[config.mk]
export PLATFORM = sky130hd
export DESIGN_NAME = imgrot_ctrl
export DESIGN_NICKNAME = d
export VERILOG_FILES = /design/src/hw/rtl/imgrot_pkg.sv /design/src/hw/rtl/imgrot_ctrl.sv
export SDC_FILE = /design/constraint.sdc
export NUM_CORES = 1
export LEC_CHECK = 0
export BUFFER_PORTS_ARGS = -buffer_cell sky130_fd_sc_hd__buf_4
export CORE_AREA = 2 2 39 41
export DETAILED_ROUTE_END_ITERATION = 12
export DIE_AREA = 0 0 41 43
export PLACE_DENSITY_LB_ADDON = 0.05
export SETUP_SLACK_MARGIN = 0.3
export SYNTH_ARGS = -nofsm -noshare
export SYNTH_HDL_FRONTEND = slang
export SYNTH_SLANG_ARGS = --single-unit
[constraint.sdc]
create_clock -name clock -period 2.35 [get_ports clock]
set_clock_uncertainty 0.1 [all_clocks]
set_input_delay 0.1175 -clock clock [delete_from_list [all_inputs] [get_ports clock]]
set_output_delay 0.1175 -clock clock [all_outputs]
set_load 0.005 [all_outputs]
[src/hw/rtl/imgrot_pkg.sv]
// Package for the 90-degree counterclockwise frame rotator.
// Holds the payload structs, controller/datapath command and status structs,
// the phase enum and register codes. No dependencies.
`default_nettype none

package imgrot_pkg;

   localparam int MAX_DIM_DEFAULT = 128;
   localparam int CHAN_W          = 8;
   localparam int COORD_W         = 7;
   localparam int PIXEL_W         = 3 * CHAN_W;
   localparam int DIM_REG_W       = 8;
   localparam int CSR_DATA_W      = 32;
   localparam int CSR_ADDR_W      = 3;
   localparam int CSR_IDX_BIT     = 2;

   localparam logic [DIM_REG_W-1:0] DIM_RESET = 8'd128;

   // register index codes (paddr bit CSR_IDX_BIT)
   localparam logic REG_IMAGE_WIDTH  = 1'b0;
   localparam logic REG_IMAGE_HEIGHT = 1'b1;

   // item mode codes
   localparam logic MODE_LOAD  = 1'b0;
   localparam logic MODE_DRAIN = 1'b1;

   typedef enum logic {
      ST_LOAD,
      ST_DRAIN
   } state_type;

   typedef struct packed {
      logic              mode;
      logic [CHAN_W-1:0] in_blue;
      logic [CHAN_W-1:0] in_green;
      logic [CHAN_W-1:0] in_red;
   } req_type;

   typedef struct packed {
      logic [CHAN_W-1:0]  out_blue;
      logic [CHAN_W-1:0]  out_green;
      logic [CHAN_W-1:0]  out_red;
      logic [COORD_W-1:0] out_row;
      logic [COORD_W-1:0] out_col;
      logic               last;
   } rsp_type;

   // controller -> datapath
   typedef struct packed {
      logic load_en;   // write pixel, advance load counters
      logic drain_en;  // issue read, advance drain counters
      logic out_load;  // move read data into output register
   } cmd_type;

   // datapath -> controller
   typedef struct packed {
      logic load_wrap;   // current load is the last pixel of the frame
      logic drain_wrap;  // current drain is the last pixel of the frame
   } sts_type;

endpackage

`default_nettype wire

[src/hw/rtl/imgrot_ctrl.sv]
// Controller of the frame rotator: load/drain phase FSM and the
// handshake for the read stage and output register. Uses imgrot_pkg.
`default_nettype none

module imgrot_ctrl (
   input  wire logic               clock,
   input  wire logic               reset,
   input  wire logic               req_valid,
   input  wire logic               req_mode,
   output logic                    req_stall,
   output logic                    rsp_valid,
   input  wire logic               rsp_stall,
   output imgrot_pkg::cmd_type     cmd,
   input  wire imgrot_pkg::sts_type sts
);

   imgrot_pkg::state_type state_ff, state_in;
   logic p1_valid_ff, p1_valid_in;
   logic out_valid_ff, out_valid_in;
   logic out_free;
   logic accept;

   assign out_free  = !out_valid_ff || !rsp_stall;
   assign req_stall = p1_valid_ff && !out_free;
   assign accept    = req_valid && !req_stall;
   assign rsp_valid = out_valid_ff;

   // next state
   always_comb begin
      state_in = state_ff;
      unique case (state_ff)
         imgrot_pkg::ST_LOAD: begin
            if (cmd.load_en && sts.load_wrap) begin
               state_in = imgrot_pkg::ST_DRAIN;
            end
         end
         imgrot_pkg::ST_DRAIN: begin
            if (cmd.drain_en && sts.drain_wrap) begin
               state_in = imgrot_pkg::ST_LOAD;
            end
         end
         default: state_in = imgrot_pkg::ST_LOAD;
      endcase
   end

   // outputs; items of the wrong phase are taken and dropped
   always_comb begin
      cmd.load_en  = 1'b0;
      cmd.drain_en = 1'b0;
      unique case (state_ff)
         imgrot_pkg::ST_LOAD: begin
            cmd.load_en = accept && (req_mode == imgrot_pkg::MODE_LOAD);
         end
         imgrot_pkg::ST_DRAIN: begin
            cmd.drain_en = accept && (req_mode == imgrot_pkg::MODE_DRAIN);
         end
         default: begin
            cmd.load_en  = 1'b0;
            cmd.drain_en = 1'b0;
         end
      endcase
      cmd.out_load = p1_valid_ff && out_free;
   end

   assign p1_valid_in  = cmd.drain_en || (p1_valid_ff && !out_free);
   assign out_valid_in = cmd.out_load || (out_valid_ff && rsp_stall);

   always_ff @(posedge clock) begin
      if (reset) begin
         state_ff     <= imgrot_pkg::ST_LOAD;
         p1_valid_ff  <= 1'b0;
         out_valid_ff <= 1'b0;
      end else begin
         state_ff     <= state_in;
         p1_valid_ff  <= p1_valid_in;
         out_valid_ff <= out_valid_in;
      end
   end

endmodule

`default_nettype wire

# Word-level counts from Yosys, hierarchy flattened
# Index checks and enable logic that the tools add are counted.
# totals
regBits	3
input_bits	7
output_inout_bits	5
wordCells	25
# op_classes
muxes	5
bitwise_logic	2
reduce_logical	15
# ops
cell	n
1-bit logical AND	8
1-bit logical NOT	4
1-bit two-way mux	4
1-bit logical OR	3
1-bit inverter	2
1-bit case mux with 2 select lines	1

# Depth between registers and ports, before layout
# logic_depth
ltp_word	11
depth_mapped	4
ltp_nobuf	4

# Least setup slack after synthesis
# No wires, ideal clock.
# synth_timing
kind	reg-to-reg
from	reg out_valid_ff, in the netlist rsp_valid
to	reg state_ff
setup_time_ps	116
t_arrival_ps	795
t_required_ps	2134
setup_slack_ps	1339
path_stages_with_launch	5
path_buffers	0
synth_period_minus_slack_ps	1011
cell_sequence	dfxtp_1 -> nand3_2 -> inv_2 -> nor4_2 -> o22a_2
# synth_via
elab_chain_len	11
word_cells_on_any_way	15
cone_classes	mux (5); reduce/logical (10)
# synth_rtl
element	line	text
start: declaration	imgrot_ctrl.sv:19	logic out_valid_ff, out_valid_in;
start signal: assignment	imgrot_ctrl.sv:76	out_valid_ff <= out_valid_in;
1-bit logical NOT (*)	imgrot_ctrl.sv:23	assign out_free = !out_valid_ff || !rsp_stall;
1-bit logical OR (*)	imgrot_ctrl.sv:23	
1-bit logical NOT (*)	imgrot_ctrl.sv:24	assign req_stall = p1_valid_ff && !out_free;
1-bit logical AND (*)	imgrot_ctrl.sv:24	
named net req_stall	imgrot_ctrl.sv:10	output logic req_stall,
1-bit logical NOT (*)	imgrot_ctrl.sv:25	assign accept = req_valid && !req_stall;
1-bit logical AND (*)	imgrot_ctrl.sv:25	
1-bit logical AND, on equally long branches	imgrot_ctrl.sv:55, imgrot_ctrl.sv:52	
1-bit two-way mux	imgrot_ctrl.sv:50	unique case (state_ff)
1-bit logical AND, on equally long branches	imgrot_ctrl.sv:38, imgrot_ctrl.sv:33	
1-bit two-way mux, on equally long branches	imgrot_ctrl.sv:38, imgrot_ctrl.sv:33	
1-bit case mux with 2 select lines (*)	imgrot_ctrl.sv:31	unique case (state_ff)
end signal: assignment	imgrot_ctrl.sv:70	state_ff <= imgrot_pkg::ST_LOAD;
end signal: assignment	imgrot_ctrl.sv:74	state_ff <= state_in;
end: declaration	imgrot_ctrl.sv:17	imgrot_pkg::state_type state_ff, state_in;
# The timed path passes the listed nets; every way through them passes the cells marked *.
# A chain may end at the register's enable or synchronous reset.

==> out/summary.txt <==
Status: completed
Synthesized area per cell: 8.41 µm²
# Max-Cap Violations: 0
Int Pwr: 128 µW
Initial antenna violation count: 0
Routed WL: 400 µm
Commonest non-fill, non-tap cells in the layout: 11 x buf_4, 3 x a21oi_1, 3 x clkbuf_4, 3 x dfxtp_1
Proportion of synthesized area in mux cells: 0
Syn nets: 25
Min cycle time layout: 1210 ps
Crit end category: output port
Highest-delay cell along the critical path: dfxtp_1
Hold path start: rsp_stall
Comb pwr share: 0.121
Initial Utilization: 0.109
Final ANT Viol Nets: 0
Period utilisation layout: 0.515
First-pass GRT wire length: 538 µm
Startpoint types: register
Cell Pwr Density: 554 nW/µm²
Commonest non-fill, non-tap cell in the layout: buf_4
Slew @ Worst Pin: 218 ps
Vias: 187
Power share of the clock group: 0.550
Compound-Gate Fraction of Synth Area: 0.256
Reg2reg start: rsp_valid$_SDFF_PP0_
Fillers: 162
Buffers & Inverters on Critical Path: 1
CTS H-tree depth: 1
R2R Setup Slk: 1320 ps
Placer congestion estimate: 0.661
Die Span X: 41 µm
CP max stage delay: 330 ps
Req. time, crit path: 2130 ps
Hold Path Cell Cnt: 3
Synth warn: 0
Setup slack after placement: 1320 ps
Postcts setup bufs: 0
Top delay family on crit path: flip-flops
Std cell rows: 14
Drt first pass iters: 2
Crit Path Class: reg2out
R2R depth: 4
Final setup TNS: 0 ps
Nets: 42
Synth-to-Final Area Change: 91.7%
Number of global-route vias before repair: 150
WP data arrival: 990 ps
Cells after Synth: 18
CTS tree: done
Share of cells above drive strength 1: 0.529
DRT iter0 DRCs: 3
Synthesized flop and latch total: 3
Sequential share of the synthesized area: 0.397
Largest family of logic cells by synthesized area: simple AND/OR/NAND/NOR gates
Total GRT Usage: 0.0532
Die Ht: 43 µm
Post-Synth XOR/XNOR Area: 0
Crit path cell chain: nand3_2 -> nand2_1 -> nor3_1 -> buf_4
Clock slew at reported path FFs: 40 ps
Crit path max fanout: 4
Leak Pwr: 0.131 nW
Clk buf depth: 2
Setup violators final: 0
Placed instance count: 45
Drc violations: 0
Synth Cell Area: 151 µm²
Num Clock Sinks: 3
Max IR drop VDD: 160 µV
Largest net degree at the start of global routing: 6
Remaining global-route overflow: 0
Clk_lat worst skew: 230 ps
PortBufs: 11
Max-slew violations: 0
Root Driver: clkbuf_4
Sequential fraction of design power: 0.329
Adder-Cell Fraction of Synth Area: 0
Fin. Hold Viols: 0
Synth Area in Simple Gates: 0.322
Core box area: 1380 µm²
Sw Pwr: 33.2 µW
Hold Path End: rsp_valid$_SDFF_PP0_
Post-route worst setup slack: 1140 ps
Routed wire per std cell: 8.00 µm
ANT cells: 0
Worst R2R End: state_ff$_SDFF_PP0_
Max Clk Rate: 826 MHz
Worst slew margin: 0.855
Routed vias/inst: 3.74
Synth unique cells: 12
Io pins: 12
Sw frac: 0.207
Hold WC Path Type: in2reg
Final Non-Filler Cells: 50
Number of buffers created by CTS: 3
Die footprint: 1760 µm²
RSZ-0062 raised after global routing: false
power groups by stage:
| stage | Combinational (mW) | Clock [mW] | Sequential [mW] |
|---|---|---|---|
| after floorplan | 0.00502 | 0 | 0.0535 |
| after global placement | 0.0192 | 0 | 0.0538 |
| after detailed placement | 0.0185 | 0 | 0.0537 |
| after CTS | 0.0198 | 0.0942 | 0.0529 |
| after global routing | 0.0207 | 0.0975 | 0.0530 |
| final | 0.0195 | 0.0884 | 0.0529 |
metal layers:
| layer | vias up | track usage | wire (µm) | part of all wire |
|---|---|---|---|---|
| met5 | - | 0 | 0 | 0 |
| met4 | 0 | 0.0600 | 0 | 0 |
| met3 | 0 | 0.0471 | 28 | 0.070 |
| met2 | 3 | 0.0688 | 238 | 0.60 |
| met1 | 86 | 0.0417 | 134 | 0.34 |
| li1 | 98 | - | - | - |
registers in the layout (all words and copies together), names as in the netlist:
signal,count
state_ff,1
p1_valid_ff,1
rsp_valid,1
worst max path at each step:
stage | from | endpoint | depth (start not counted)
final | rsp_valid$_SDFF_PP0_ | cmd[2] | 4
after floorplan | rsp_valid$_SDFF_PP0_ | state_ff$_SDFF_PP0_ | 4
after global routing | rsp_valid$_SDFF_PP0_ | cmd[1] | 4
after CTS | rsp_valid$_SDFF_PP0_ | cmd[2] | 4
after global placement | rsp_valid$_SDFF_PP0_ | state_ff$_SDFF_PP0_ | 4
after detailed placement | rsp_valid$_SDFF_PP0_ | state_ff$_SDFF_PP0_ | 4
area by class of cell:
cell class              instances  area [µm²]  share of cell area
repair buffers                 12        92.6               0.319
multi-input cells              14        87.6               0.302
flip-flops and latches          3        60.1               0.207
clock buffers                   4        26.3              0.0905
well taps                      16        20.0              0.0690
inverters                       1        3.75              0.0129
cell usage after synthesis:
library cell / count / area (µm²)
nor2_1: 2 / 7.51
a21boi_0: 1 / 7.51
nand2_1: 1 / 3.75
nand3_2: 1 / 10.0
a31oi_1: 1 / 6.26
nand3_1: 1 / 5.00
o22a_2: 1 / 10.0
nor3_1: 2 / 10.0
dfxtp_1: 3 / 60.1
nor4_2: 1 / 12.5
inv_2: 1 / 3.75
a21oi_1: 3 / 15.0
stage by stage:
stage                     power (mW)  instance area (µm²)  utilization  hold slack [ps]
final                          0.161                  290        0.210             40.6
after global routing           0.171                  290        0.210             38.2
after CTS                      0.167                  290        0.210             33.7
after detailed placement      0.0722                  254        0.184              234
after global placement        0.0730                  254        0.184              237
after floorplan               0.0586                  151            -             86.6
cells by family (layout without fill, tap and decap cells):
kind of cell,count (synthesis),after routing
buffers and inverters,1,17
AOI/OAI and AO/OA,6,6
DFF,3,3
and+or+nand+nor,8,8
what timing repair did:
item,CTS,global route
hold endpoints to repair,2,0
hold buffers,1,0
gates resized for setup,0,0
worst reg2reg max path: stages, from the launching register on:
cell     delay (ps)
dfxtp_1         360
nand3_2         130
inv_2            90
nor4_2           50
o22a_2          190
Power figures use the tool's default switching activity.
